File: config.mk
export PLATFORM = sky130hd
export DESIGN_NAME = coarse_grid_trilinear_sampler_core
export DESIGN_NICKNAME = d
export VERILOG_FILES = /design/src/hdl/cgts_pkg.sv /design/src/hdl/coarse_grid_trilinear_sampler_core.sv /design/src/hdl/cgts_ram.sv /design/src/hdl/cgts_ctrl.sv /design/src/hdl/cgts_dp.sv
export SDC_FILE = /design/constraint.sdc
export NUM_CORES = 2
export LEC_CHECK = 0
export BUFFER_PORTS_ARGS = -buffer_cell sky130_fd_sc_hd__buf_4
export CAP_MARGIN = 20
export CORE_MARGIN = 2
export CORE_UTILIZATION = 30
export CTS_CLUSTER_DIAMETER = 100
export DETAILED_ROUTE_END_ITERATION = 8
export PLACE_DENSITY = 0.5
export SLEW_MARGIN = 20
export SYNTH_ARGS = -nofsm -noshare
export SYNTH_HDL_FRONTEND = slang
export SYNTH_SLANG_ARGS = --single-unit
File: constraint.sdc
create_clock -name clk -period 8.2 [get_ports clk]
set_input_delay 2.05 -clock clk [delete_from_list [all_inputs] [get_ports clk]]
set_output_delay 2.05 -clock clk [all_outputs]
set_load 0.05 [all_outputs]
File: src/hdl/cgts_pkg.sv
// Shared types, codes and defaults for the coarse grid trilinear sampler.
// Used by every module of the block but cgts_ram; depends on nothing.
package cgts_pkg;

  // Default geometry: cell size in blocks and grid points per axis.
  // The cell size must be a power of two so that the final floor is a shift.
  localparam int STEP_DEF = 4;
  localparam int GRID_DEF = 5;

  // Fixed field widths.
  localparam int POS_W     = 5;
  localparam int SMP_W     = 16;
  localparam int FACT_W    = 6;
  localparam int ACC_W     = 36;
  localparam int CNT_W     = 3;

  // Item kinds.
  localparam logic [2:0] KIND_WR3 = 3'd0;
  localparam logic [2:0] KIND_WR2 = 3'd1;
  localparam logic [2:0] KIND_Q3  = 3'd2;
  localparam logic [2:0] KIND_Q2  = 3'd3;
  localparam logic [2:0] KIND_EXC = 3'd4;

  typedef struct packed {
    logic [2:0]              kind;
    logic [POS_W-1:0]        pos_x;
    logic [POS_W-1:0]        pos_y;
    logic [POS_W-1:0]        pos_z;
    logic signed [SMP_W-1:0] sample_value;
  } in_item_t;

  typedef struct packed {
    logic signed [SMP_W-1:0] density;
    logic                    may_exceed;
  } out_item_t;

  // Commands from the controller to the datapath.
  typedef struct packed {
    logic       load_item;
    logic       write;
    logic       prep;
    logic       wgt;
    logic       issue;
    logic [2:0] corner;
    logic       sat;
    logic       out_load;
  } ctl_cmd_t;

  // Status from the datapath to the controller.
  typedef struct packed {
    logic pipe_busy;
    logic out_stall;
  } dp_stat_t;

endpackage

File: src/hdl/coarse_grid_trilinear_sampler_core.sv
// Coarse grid trilinear sampler: one item at a time. A write is done in the write state.
// A query reads one corner per cycle from the single read port of each grid memory,
// eight for a 3D query or an exceed test and four for a 2D query, drains the product
// pipeline and then, but for an exceed test, floors by a shift and saturates.
// The next item is accepted the cycle after its result loads; a stalled result holds it off.
// Reset (synchronous, active low) clears control and sets the threshold to 0; grids undefined.
module coarse_grid_trilinear_sampler_core #(
  parameter int STEP = cgts_pkg::STEP_DEF,
  parameter int GRID = cgts_pkg::GRID_DEF
) (
  input  logic                              clk,
  input  logic                              rst_n,
  input  logic                              in_valid,
  output logic                              in_ready,
  input  cgts_pkg::in_item_t                in_data,
  output logic                              out_valid,
  input  logic                              out_ready,
  output cgts_pkg::out_item_t               out_data,
  input  logic                              cfg_valid,
  output logic                              cfg_ready,
  input  logic signed [cgts_pkg::SMP_W-1:0] cfg_data
);
  import cgts_pkg::*;

  ctl_cmd_t cmd;
  dp_stat_t stat;

  // The threshold register takes a write in any cycle.
  assign cfg_ready = 1'b1;

  cgts_ctrl u_ctrl (
    .clk      (clk),
    .rst_n    (rst_n),
    .in_valid (in_valid),
    .in_ready (in_ready),
    .in_kind  (in_data.kind),
    .stat     (stat),
    .cmd      (cmd)
  );

  cgts_dp #(.STEP(STEP), .GRID(GRID)) u_dp (
    .clk       (clk),
    .rst_n     (rst_n),
    .cmd       (cmd),
    .stat      (stat),
    .in_data   (in_data),
    .cfg_valid (cfg_valid),
    .cfg_data  (cfg_data),
    .out_ready (out_ready),
    .out_valid (out_valid),
    .out_data  (out_data)
  );

endmodule

File: src/hdl/cgts_ram.sv
// Generic single-write, single-read RAM with a registered read port.
// Stand-alone; no package dependency.
module cgts_ram #(
  parameter int WIDTH = 16,
  parameter int DEPTH = 125
) (
  input  logic                     clk,
  input  logic                     wr_en,
  input  logic [$clog2(DEPTH)-1:0] wr_addr,
  input  logic [WIDTH-1:0]         wr_data,
  input  logic [$clog2(DEPTH)-1:0] rd_addr,
  output logic [WIDTH-1:0]         rd_data
);

  logic [WIDTH-1:0] mem_r [DEPTH];
  logic [WIDTH-1:0] rd_data_r;

  // One write and one registered read per cycle.
  always_ff @(posedge clk) begin
    if (wr_en) begin
      mem_r[wr_addr] <= wr_data;
    end
    rd_data_r <= mem_r[rd_addr];
  end

  assign rd_data = rd_data_r;

endmodule

File: src/hdl/cgts_ctrl.sv
// Controller of the sampler: sequences writes, corner reads, rounding and output.
// Depends on cgts_pkg for kinds, command and status types.
module cgts_ctrl (
  input  logic               clk,
  input  logic               rst_n,
  input  logic               in_valid,
  output logic               in_ready,
  input  logic [2:0]         in_kind,
  input  cgts_pkg::dp_stat_t stat,
  output cgts_pkg::ctl_cmd_t cmd
);
  import cgts_pkg::*;

  typedef enum logic [3:0] {
    ST_IDLE,
    ST_WRITE,
    ST_PREP,
    ST_WGT,
    ST_RUN,
    ST_DRAIN,
    ST_SAT,
    ST_DONE
  } state_t;

  state_t           st_r, st_nxt;
  logic [2:0]       kind_r, kind_nxt;
  logic [CNT_W-1:0] cnt_r, cnt_nxt;
  logic [2:0]       last_corner;

  // A 2D query visits four corners, the other queries eight.
  assign last_corner = (kind_r == KIND_Q2) ? 3'd3 : 3'd7;

  // Next state and commands.
  always_comb begin
    st_nxt   = st_r;
    kind_nxt = kind_r;
    cnt_nxt  = cnt_r;
    cmd      = '0;
    case (st_r)
      ST_IDLE: begin
        if (in_valid) begin
          cmd.load_item = 1'b1;
          kind_nxt      = in_kind;
          case (in_kind) inside
            KIND_WR3, KIND_WR2:          st_nxt = ST_WRITE;
            KIND_Q3, KIND_Q2, KIND_EXC:  st_nxt = ST_PREP;
            default:                     st_nxt = ST_IDLE;
          endcase
        end
      end
      ST_WRITE: begin
        cmd.write = 1'b1;
        st_nxt    = ST_IDLE;
      end
      ST_PREP: begin
        cmd.prep = 1'b1;
        st_nxt   = ST_WGT;
      end
      ST_WGT: begin
        cmd.wgt = 1'b1;
        cnt_nxt = '0;
        st_nxt  = ST_RUN;
      end
      ST_RUN: begin
        cmd.issue  = 1'b1;
        cmd.corner = cnt_r;
        if (cnt_r == last_corner) begin
          st_nxt = ST_DRAIN;
        end else begin
          cnt_nxt = cnt_r + 1'b1;
        end
      end
      ST_DRAIN: begin
        if (!stat.pipe_busy) begin
          st_nxt = (kind_r == KIND_EXC) ? ST_DONE : ST_SAT;
        end
      end
      ST_SAT: begin
        cmd.sat = 1'b1;
        st_nxt  = ST_DONE;
      end
      ST_DONE: begin
        if (!stat.out_stall) begin
          cmd.out_load = 1'b1;
          st_nxt       = ST_IDLE;
        end
      end
      default: begin
        st_nxt = ST_IDLE;
      end
    endcase
  end

  assign in_ready = (st_r == ST_IDLE);

  // State register.
  always_ff @(posedge clk) begin
    if (!rst_n) begin
      st_r   <= ST_IDLE;
      kind_r <= KIND_WR3;
      cnt_r  <= '0;
    end else begin
      st_r   <= st_nxt;
      kind_r <= kind_nxt;
      cnt_r  <= cnt_nxt;
    end
  end

  // A write item goes straight to the write cycle.
  a_write_next: assert property (@(posedge clk) disable iff (!rst_n)
    (in_valid && in_ready && (in_kind == KIND_WR3 || in_kind == KIND_WR2))
    |=> st_r == ST_WRITE)
    else $error("write item did not enter the write cycle");

  // An unknown kind is dropped without leaving idle.
  a_bad_kind: assert property (@(posedge clk) disable iff (!rst_n)
    (in_valid && in_ready && in_kind > KIND_EXC) |=> st_r == ST_IDLE)
    else $error("unknown kind started work");

  // The corner loop only ends by draining the read pipeline.
  a_run_exit: assert property (@(posedge clk) disable iff (!rst_n)
    (st_r == ST_RUN) |=> (st_r == ST_RUN || st_r == ST_DRAIN))
    else $error("corner loop left without draining");

endmodule

File: src/hdl/cgts_dp.sv
// Datapath of the sampler: grid memories, weights, accumulator, scaling, output register.
// Depends on cgts_pkg and cgts_ram.
module cgts_dp #(
  parameter int STEP = cgts_pkg::STEP_DEF,
  parameter int GRID = cgts_pkg::GRID_DEF
) (
  input  logic                                 clk,
  input  logic                                 rst_n,
  input  cgts_pkg::ctl_cmd_t                   cmd,
  output cgts_pkg::dp_stat_t                   stat,
  input  cgts_pkg::in_item_t                   in_data,
  input  logic                                 cfg_valid,
  input  logic signed [cgts_pkg::SMP_W-1:0]    cfg_data,
  input  logic                                 out_ready,
  output logic                                 out_valid,
  output cgts_pkg::out_item_t                  out_data
);
  import cgts_pkg::*;

  localparam int N3   = GRID * GRID * GRID;
  localparam int N2   = GRID * GRID;
  localparam int A3_W = $clog2(N3);
  localparam int A2_W = $clog2(N2);
  localparam int D3   = STEP * STEP * STEP;
  localparam int D2   = STEP * STEP;
  localparam int AB_W = 2 * FACT_W;
  localparam int W_W  = 3 * FACT_W;
  localparam int P_W  = SMP_W + W_W;
  // The cell volume is a power of two, so the final floor is an arithmetic shift.
  localparam int SH3  = 3 * $clog2(STEP);
  localparam int SH2  = 2 * $clog2(STEP);
  // Half range times the cell volume: the saturation limits of the weighted sum.
  localparam logic signed [ACC_W-1:0] LIM3 = ACC_W'(32768 * D3);
  localparam logic signed [ACC_W-1:0] LIM2 = ACC_W'(32768 * D2);

  // Cell index of one axis: pos / STEP, clamped to GRID-2.
  function automatic logic [POS_W-1:0] cell_of(input logic [POS_W-1:0] p);
    logic [POS_W-1:0] g;
    g = '0;
    for (int k = 1; k <= GRID - 2; k++) begin
      if (int'(p) >= k * STEP) begin
        g = POS_W'(k);
      end
    end
    return g;
  endfunction

  in_item_t                  item_r;
  logic signed [SMP_W-1:0]   thr_r;
  logic [POS_W-1:0]          gx_r, gy_r, gz_r;
  logic [POS_W-1:0]          gx_nxt, gy_nxt, gz_nxt;
  logic [POS_W-1:0]          fx, fy, fz;
  logic signed [FACT_W-1:0]  fa_r [2];
  logic signed [FACT_W-1:0]  fb_r [2];
  logic signed [FACT_W-1:0]  fc_r [2];
  logic signed [AB_W-1:0]    ab_r [4];
  logic                      is2d;
  logic                      we3, we2;
  logic [A3_W-1:0]           waddr3, raddr3;
  logic [A2_W-1:0]           waddr2, raddr2;
  logic [SMP_W-1:0]          rdata3, rdata2;
  logic signed [SMP_W-1:0]   rdata;
  logic [POS_W-1:0]          cx, cy, cz, cz2;
  logic signed [W_W-1:0]     w_nxt, w_s1_r;
  logic signed [P_W-1:0]     prod_nxt, prod_s2_r;
  logic                      s1_v_r, s2_v_r;
  logic signed [ACC_W-1:0]   acc_r;
  logic                      flag_r;
  logic signed [ACC_W-1:0]   lim;
  logic signed [ACC_W-1:0]   acc_sh;
  logic                      hi_r, lo_r;
  logic [SMP_W-1:0]          q_r;
  out_item_t                 res;
  out_item_t                 out_data_r;
  logic                      out_valid_r, out_valid_nxt;

  assign is2d = (item_r.kind == KIND_Q2);

  // Item and threshold registers.
  always_ff @(posedge clk) begin
    if (cmd.load_item) begin
      item_r <= in_data;
    end
  end

  always_ff @(posedge clk) begin
    if (!rst_n) begin
      thr_r <= '0;
    end else if (cfg_valid) begin
      thr_r <= cfg_data;
    end
  end

  // Write addresses; out-of-range grid indices disable the write.
  assign waddr3 = A3_W'(int'(item_r.pos_x)
                  + GRID * (int'(item_r.pos_y) + GRID * int'(item_r.pos_z)));
  assign waddr2 = A2_W'(int'(item_r.pos_x) + GRID * int'(item_r.pos_z));
  assign we3 = cmd.write && (item_r.kind == KIND_WR3) && (int'(item_r.pos_x) < GRID)
               && (int'(item_r.pos_y) < GRID) && (int'(item_r.pos_z) < GRID);
  assign we2 = cmd.write && (item_r.kind == KIND_WR2) && (int'(item_r.pos_x) < GRID)
               && (int'(item_r.pos_z) < GRID);

  // Cell and fraction of each axis.
  assign gx_nxt = cell_of(item_r.pos_x);
  assign gy_nxt = cell_of(item_r.pos_y);
  assign gz_nxt = cell_of(item_r.pos_z);
  assign fx = POS_W'(int'(item_r.pos_x) - int'(gx_nxt) * STEP);
  assign fy = POS_W'(int'(item_r.pos_y) - int'(gy_nxt) * STEP);
  assign fz = POS_W'(int'(item_r.pos_z) - int'(gz_nxt) * STEP);

  // Per-axis lerp weights: STEP-f for the low corner, f for the high corner.
  // A 2D query runs over x and z, with a unit third factor.
  always_ff @(posedge clk) begin
    if (cmd.prep) begin
      gx_r    <= gx_nxt;
      gy_r    <= gy_nxt;
      gz_r    <= gz_nxt;
      fa_r[0] <= FACT_W'(STEP - int'(fx));
      fa_r[1] <= FACT_W'(int'(fx));
      if (is2d) begin
        fb_r[0] <= FACT_W'(STEP - int'(fz));
        fb_r[1] <= FACT_W'(int'(fz));
        fc_r[0] <= FACT_W'(1);
        fc_r[1] <= FACT_W'(1);
      end else begin
        fb_r[0] <= FACT_W'(STEP - int'(fy));
        fb_r[1] <= FACT_W'(int'(fy));
        fc_r[0] <= FACT_W'(STEP - int'(fz));
        fc_r[1] <= FACT_W'(int'(fz));
      end
    end
  end

  // Products of the first two factors, one per corner pair.
  always_ff @(posedge clk) begin
    if (cmd.wgt) begin
      for (int i = 0; i < 4; i++) begin
        ab_r[i] <= fa_r[i % 2] * fb_r[i / 2];
      end
    end
  end

  // Corner coordinates and read addresses.
  assign cx     = gx_r + POS_W'(cmd.corner[0]);
  assign cy     = gy_r + POS_W'(cmd.corner[1]);
  assign cz     = gz_r + POS_W'(cmd.corner[2]);
  assign cz2    = gz_r + POS_W'(cmd.corner[1]);
  assign raddr3 = A3_W'(int'(cx) + GRID * (int'(cy) + GRID * int'(cz)));
  assign raddr2 = A2_W'(int'(cx) + GRID * int'(cz2));

  cgts_ram #(.WIDTH(SMP_W), .DEPTH(N3)) u_ram3 (
    .clk     (clk),
    .wr_en   (we3),
    .wr_addr (waddr3),
    .wr_data (item_r.sample_value),
    .rd_addr (raddr3),
    .rd_data (rdata3)
  );

  cgts_ram #(.WIDTH(SMP_W), .DEPTH(N2)) u_ram2 (
    .clk     (clk),
    .wr_en   (we2),
    .wr_addr (waddr2),
    .wr_data (item_r.sample_value),
    .rd_addr (raddr2),
    .rd_data (rdata2)
  );

  assign rdata = $signed(is2d ? rdata2 : rdata3);

  // Corner weight, registered alongside the memory read.
  assign w_nxt    = ab_r[cmd.corner[1:0]] * fc_r[cmd.corner[2]];
  assign prod_nxt = rdata * w_s1_r;

  always_ff @(posedge clk) begin
    w_s1_r    <= w_nxt;
    prod_s2_r <= prod_nxt;
  end

  always_ff @(posedge clk) begin
    if (!rst_n) begin
      s1_v_r <= 1'b0;
      s2_v_r <= 1'b0;
    end else begin
      s1_v_r <= cmd.issue;
      s2_v_r <= s1_v_r;
    end
  end

  // Weighted sum of the corners and the exceed flag.
  always_ff @(posedge clk) begin
    if (cmd.prep) begin
      acc_r  <= '0;
      flag_r <= 1'b0;
    end else begin
      if (s2_v_r) begin
        acc_r <= acc_r + ACC_W'(prod_s2_r);
      end
      if (s1_v_r && (rdata > thr_r)) begin
        flag_r <= 1'b1;
      end
    end
  end

  // Saturation limits and the sum floored by the cell volume.
  assign lim    = is2d ? LIM2 : LIM3;
  assign acc_sh = is2d ? (acc_r >>> SH2) : (acc_r >>> SH3);

  // Register the floored value and the saturated ends together.
  always_ff @(posedge clk) begin
    if (cmd.sat) begin
      hi_r <= (acc_r >= lim);
      lo_r <= (acc_r < -lim);
      q_r  <= acc_sh[SMP_W-1:0];
    end
  end

  // Result: the exceed flag for an exceed test, else the floored value or a saturated end.
  always_comb begin
    res = '0;
    if (item_r.kind == KIND_EXC) begin
      res.may_exceed = flag_r;
    end else if (hi_r) begin
      res.density = {1'b0, {(SMP_W - 1){1'b1}}};
    end else if (lo_r) begin
      res.density = {1'b1, {(SMP_W - 1){1'b0}}};
    end else begin
      res.density = q_r;
    end
  end

  // Output register.
  assign out_valid_nxt = cmd.out_load ? 1'b1 : (out_ready ? 1'b0 : out_valid_r);

  always_ff @(posedge clk) begin
    if (!rst_n) begin
      out_valid_r <= 1'b0;
    end else begin
      out_valid_r <= out_valid_nxt;
    end
  end

  always_ff @(posedge clk) begin
    if (cmd.out_load) begin
      out_data_r <= res;
    end
  end

  assign out_valid      = out_valid_r;
  assign out_data       = out_data_r;
  assign stat.pipe_busy = s1_v_r | s2_v_r;
  assign stat.out_stall = out_valid_r & ~out_ready;

  // A new result never overwrites one that is still waiting.
  a_no_overwrite: assert property (@(posedge clk) disable iff (!rst_n)
    cmd.out_load |-> !(out_valid_r && !out_ready))
    else $error("result overwritten while stalled");

  // Scaling starts only after every corner has reached the accumulator.
  a_sat_after_drain: assert property (@(posedge clk) disable iff (!rst_n)
    cmd.sat |-> !(s1_v_r || s2_v_r))
    else $error("scaling ran with corner products in flight");

  // A 2D query reads only the four corners of its square.
  a_2d_corners: assert property (@(posedge clk) disable iff (!rst_n)
    (cmd.issue && item_r.kind == KIND_Q2) |-> !cmd.corner[2])
    else $error("2D query issued a 3D corner");

endmodule
Word-level counts from Yosys, hierarchy flattened
Memory sizes are Yosys's and may differ from the RTL's. A register that Yosys moved wholly into a read port is not among the register bits.
Cells that the tools add are included.

operators by class
  reduce and logical (&&, ||, !) cells = 19
  muxes and demuxes = 54
  magnitude comparators = 15
  bitwise operators = 7
  eq/ne operators = 22
  add/sub/neg operators = 19
  multiply operators = 11

operators by type and width
  cell                  count
  $mul 4x32->7 const A  2
  $mul 6x6->12          4
  $mux 16               3
  $add 36x34->36        1
  $ge 36x23->1          1
  $lt 36x36->1          1
  $neg 36->36           1
  $mul 16x18->34        1
  $add 6x32->32         1
  $ge 5x4->1 const B    6
  $mux 1                28
  $pmux 4 s7            1
  $mux 4                6
  $mux 6                4
  $mux 22               1
  $add 5x1->5           4
  $mul 12x6->18         1
  $sub 3x5->6 const A   3
  $eq 4x3->1 const B    4
  $gt 16x16->1          1
  $mul 3x5->8 const A   2
  $ge 5x3->1 const B    3
  $lt 5x3->1 const B    3
  $mux 15               1
  28 further kinds      64

storage, ports and cells
  register bits after elaboration = 202
  output and inout port bits = 20
  RAM bits = 2484
  word-level logic and storage cells = 178
  memories kept = 6

memories
  name               depth  width  read ports  clocked after Yosys merged registers in  write ports  RTL line        RTL
  u_dp.u_ram3.mem_r  125    16     1           1                                        1            cgts_ram.sv:15  logic [WIDTH-1:0] mem_r [DEPTH];
  u_dp.u_ram2.mem_r  25     16     1           1                                        1            cgts_ram.sv:15
  u_dp.ab_r          4      12     1           0                                        4            cgts_dp.sv:56   logic signed [AB_W-1:0] ab_r [4];
  u_dp.fa_r          2      6      2           0                                        2            cgts_dp.sv:53   logic signed [FACT_W-1:0] fa_r [2];
  u_dp.fb_r          2      6      2           0                                        2            cgts_dp.sv:54   logic signed [FACT_W-1:0] fb_r [2];
  u_dp.fc_r          2      6      1           0                                        2            cgts_dp.sv:55   logic signed [FACT_W-1:0] fc_r [2];

Depth between registers and ports, before layout
  word-level depth = 8
  gate-level depth with buffers = 29
  mapped depth without buffers = 27

By module
From an unflattened synthesis, not the netlist that was laid out.

second synthesis, totals
  cells, all modules = 7555
  area, all modules = 124011.4 um^2

by module, submodules not included
  module                              instances  sequential area each (um^2)  cells each  area each (um^2)
  cgts_ram (u_dp.u_ram3)              1          60377.9                      3669        77398.0
  cgts_dp                             1          6636.4                       3076        30284.0
  cgts_ram (u_dp.u_ram2)              1          12331.8                      722         15665.0
  cgts_ctrl                           1          180.2                        86          653.1
  coarse_grid_trilinear_sampler_core  1          0.0                          2           11.3

Worst setup path after synthesis
No wires, ideal clock.

  kind = reg-to-reg
  start = reg u_dp.item_r[31] (netlist bit)
  end = reg u_dp.prod_s2_r[33]
  clock period less this slack = 7062 ps
  path buffers = 3
  stages on the path, launching flop included = 26
  setup time = 120 ps
  setup slack = 1138 ps
  arrival time = 6942 ps
  cell sequence = edfxtp_1 nand3b_1 clkbuf_1 clkbuf_1 nand2_1 nand2_1 clkbuf_1 nand2_1 fa_1 inv_1 fa_1 fa_1 fa_1 fa_1 inv_1 fa_1 inv_1 ha_1 a21o_1 or4_1 a31oi_1 o31ai_1 a221o_1 a41oi_1 a21oi_1 xnor2_1

on the way
  word-level cells in the longest chain between the ends = 3

ends and longest elaborated chain
  what                    RTL line        RTL
  start, declared         cgts_dp.sv:48   in_item_t item_r;
  start signal, assigned  cgts_dp.sv:82   item_r <= in_data;
  $eq 3x2->1              cgts_dp.sv:77   assign is2d = (item_r.kind == KIND_Q2);
  $mux 16                 cgts_dp.sv:169  assign rdata = $signed(is2d ? rdata2 : rdata3);
  $mul 16x18->34          cgts_dp.sv:173  assign prod_nxt = rdata * w_s1_r;
  net u_dp.prod_nxt[33]   cgts_dp.sv:65   logic signed [P_W-1:0] prod_nxt, prod_s2_r;
  end signal, assigned    cgts_dp.sv:177  prod_s2_r <= prod_nxt;
  end, declared           cgts_dp.sv:65

The timed path passes the listed nets, and every way through them passes these cells.
A chain may end at the register's enable or synchronous reset.

Final worst setup path
  start = reg u_dp.item_r[33] (netlist bit)
  end = reg u_dp.prod_s2_r[33]

The elaborated chain is that of the path after synthesis.

==> qor.json <==
{
  "routing": {
    "avgViaCountPerCell": 4.80,
    "total_wire_length_um": 319000,
    "detail_route.drc_violations": 0,
    "maxUsedRoutingLayer": "met5",
    "first_pass_iters": 5,
    "wl_per_cell_um": 24.5,
    "detailroute.via_count": 62500,
    "wl_met3_um": 14300,
    "met1Wirelength_um": 141000,
    "detailroute.wirelength.met2_um": 157000,
    "drt_iter0_markers": 5166,
    "postRouteAntennaNets": 0
  },
  "critical_path": {
    "timing.rr.end": "u_dp.prod_s2_r[33]",
    "worstPathRequired_ns": 8.92,
    "cp_cell_sequence": "nand3b_1, inv_1, nand2_1, nand2_1, nand2_1, inv_1, fa_1, fa_1, fa_1, fa_1, fa_1, inv_1, fa_1, inv_1, ha_1, a21o_1, or4_1, a31oi_1, o31ai_1, a221o_1, a41oi_1, a21oi_1, xnor2_1",
    "ff2ff_path_depth": 23,
    "timing.critical_path.mode_cell": "fa_1",
    "worstSetupStartpointType": "flop",
    "worstPathMaxFanout": 19,
    "regToRegStartpoint": "u_dp.item_r[33]",
    "classification_of_the_worst_setup_path": "reg2reg",
    "critical_path.top_delay_family": "adder cells",
    "cp.buffers_inverters": 4,
    "critPathSlowestCell": "nand2_1",
    "r2r_setup_slack_ns": 0.54,
    "worst_path_largest_cell_delay_ns": 0.68,
    "cp_endpoint_kind": "flop",
    "worst-endpoint-arrival_ns": 8.37
  },
  "final_layout": {
    "syn_to_final_growth_pct": 15.6,
    "layout.nets": 8161,
    "layout.cell_area.non_filler_mm2": 0.142,
    "fraction_of_layout_instances_using_a_drive_strength_above_1": 0.222
  },
  "global_route": {
    "pin_count_of_the_biggest_net_entering_global_routing": 151,
    "groute.usage.overall": 0.152,
    "grt_pass1_wl_um": 467000,
    "first_global_vias": 66200,
    "antenna_violations_before_repair": 13,
    "globalRouteOverflowTotal": 0
  },
  "clock_network": {
    "clock_pin_transition_on_the_worst_setup_and_hold_timing_paths_ns": 0.05,
    "cts.sinks": 2698,
    "cts_tree": "built",
    "clk-insertion-delay-late_ns": 0.92,
    "htree_num_levels": 5,
    "root_cell_of_the_clock_tree": "clkbuf_16",
    "ctsHoldBuffers": 0,
    "clock_path_buffers": 4,
    "post_cts_resized": 0,
    "total_cts_buffers": 311,
    "postCtsSetupRepairBufs": 0
  },
  "synth": {
    "synth_common_cells": "2549 x edfxtp_1, 752 x mux4_2, 544 x inv_1, 428 x nand2_1, 422 x fa_1",
    "ys_seq_elements": 2698,
    "syn_area_mm2": 0.123,
    "syn_inst": 6929,
    "synth.top_cell.area_share": 0.622,
    "yosys.area.top_type": "edfxtp_1",
    "seq_area_frac_synth": 0.646,
    "yosys_most_used_dff": "edfxtp_1",
    "synth_fp_nets": 7748,
    "synth_edf_count": 2549,
    "synth_cell_types": 71,
    "synth_top_cells_by_area": "edfxtp_1 62%, mux4_2 14%, fa_1 6.9%",
    "synth.avg_cell_area_um2": 17.8,
    "yosysMostFrequentCell": "edfxtp_1",
    "asyncSetResetFlopFracSynth": 0,
    "yosysWarningCount": 0
  },
  "floorplanning": {
    "design.die.area_mm2": 0.415,
    "fp-row-count": 235,
    "start_util": 0.301,
    "floorplan.die.height_um": 644,
    "core_area_mm2": 0.409,
    "total_i_o_pin_count": 75,
    "dieWidth_um": 644
  },
  "timing": {
    "tightestPinTransition_ns": 1.14,
    "setup_viol_count_final": 0,
    "total_negative_setup_slacks_ns": 0,
    "max_slew_margin": 0.242,
    "setup_ws_ns": 0.545,
    "slew_violations": 0,
    "rsz0062_at_grt": "false",
    "final-hold-violation-count": 0,
    "max_freq_ghz": 0.131,
    "min_period_ns": 7.66,
    "period_share": 0.934,
    "fin_worst_skew_ns": 0.0924
  },
  "min_path": {
    "worstHoldPathType": "reg2reg",
    "hold_path_depth": 2,
    "min_to": "u_dp.flag_r",
    "hp-start": "u_dp.flag_r"
  },
  "place": {
    "detailed_place.area_mm2": 0.132,
    "place.port_buffers": 73,
    "place.gp.congestion": 0.782,
    "place_worst_setup_slack_ns": 0.583,
    "post-dp-hpwl_um": 205000
  },
  "status": {
    "run_status": "completed"
  },
  "job": {
    "maxCapViolCount": 0
  }
}
per-stage QoR:
step / utilization / hold slack, ns / instances
floorplan: - / 0.421 / 6929
global placement: 0.323 / 0.443 / 12500
detailed placement: 0.323 / 0.441 / 12500
CTS: 0.348 / 0.450 / 13000
global route: 0.348 / 0.489 / 13000
finish: 0.348 / 0.447 / 13000
layer usage:
metal,track usage,vias up
li1,-,27200
met1,0.208,33500
met2,0.258,1415
met3,0.0217,380
met4,0.0321,4
met5,0,-
sequential cells by signal (all words and copies together) (netlist names), 3 cells and up:
name                 count
u_dp.fb_r               10
u_dp.out_data           17
u_dp.u_ram3.rd_data     16
u_dp.ab_r               44
u_dp.q_r                16
u_ctrl.kind_r            3
u_dp.fc_r               10
u_dp.w_s1_r             18
u_dp.thr_r              16
u_ctrl.st_r              3
u_dp.acc_r              36
u_dp.item_r             34
u_dp.u_ram3.mem_r     2000
u_dp.u_ram2.mem_r      400
u_ctrl.cnt_r             3
u_dp.u_ram2.rd_data     16
u_dp.prod_s2_r          34
u_dp.fa_r               10
cells by family (layout without fill, tap and decap cells):
logic type / Yosys count / after routing / synth area share
AND/OR/NAND/NOR: 1187 / 1187 / 0.0439
multiplexers: 858 / 858 / 0.147
buffers and inverters: 827 / 1485 / 0.0262
flip-flops: 2698 / 2698 / 0.646
adder cells (fa/ha/maj): 764 / 764 / 0.103
AO/OA/AOI/OAI: 430 / 430 / 0.0218
XOR/XNOR: 164 / 164 / 0.0117
other: 1 / 4 / 0.0000305
cell usage in the layout (no fill, tap or decap), types with 17 or more instances in the layout:
cell	netlist	routed
edfxtp_1	2549	2549
mux4_2	752	752
inv_1	544	544
nand2_1	428	428
fa_1	422	420
buf_4	14	348
ha_1	342	338
nor2_1	362	321
clkbuf_16	0	314
and2_1	201	200
a21oi_1	173	173
dfxtp_1	149	148
xnor2_1	121	117
mux2i_1	73	71
clkbuf_1	179	71
o21ai_0	68	68
clkinv_1	2	56
clkinv_2	0	43
xor2_1	43	41
nor2_2	0	40
a21o_1	38	38
nand3_1	37	37
nor2b_1	36	36
mux2_2	33	33
buf_12	0	29
nand2b_1	25	25
o21bai_1	25	25
bufinv_16	0	25
nor3_1	26	24
a211oi_1	17	17
o211ai_1	17	17
worst min-delay path: stages (launching register included):
cell	delay [ns]
dfxtp_1	0.30
inv_1	0.05
a21oi_1	0.05
cell type report:
cell class	count	area [um^2]
repair buffers	380	3260
fillers	38400	267000
well taps	5451	6820
multi-input cells	3404	40600
inverters	547	2050
flip-flops and latches	2698	79500
diodes	3	7.51
clock buffers	393	8230
clock inverters	165	1750
how the worst max path moves through the flow:
stage / depth (start not counted) / end / startpoint / slack (ns)
finish: 23 / u_dp.prod_s2_r[33] / u_dp.item_r[33] / 0.54
global route: 23 / u_dp.prod_s2_r[31] / u_dp.item_r[33] / 0.02
CTS: 23 / u_dp.prod_s2_r[33] / u_dp.item_r[33] / 0.53
detailed placement: 23 / u_dp.prod_s2_r[33] / u_dp.item_r[33] / 0.58
global placement: 26 / u_dp.prod_s2_r[33] / u_dp.item_r[33] / 0.64
floorplan: 25 / u_dp.prod_s2_r[33] / u_dp.item_r[31] / 1.14
Power is left out: the tool's default activity adds up to more than one toggle a clock period on the data nets, which glitch-free logic cannot reach.
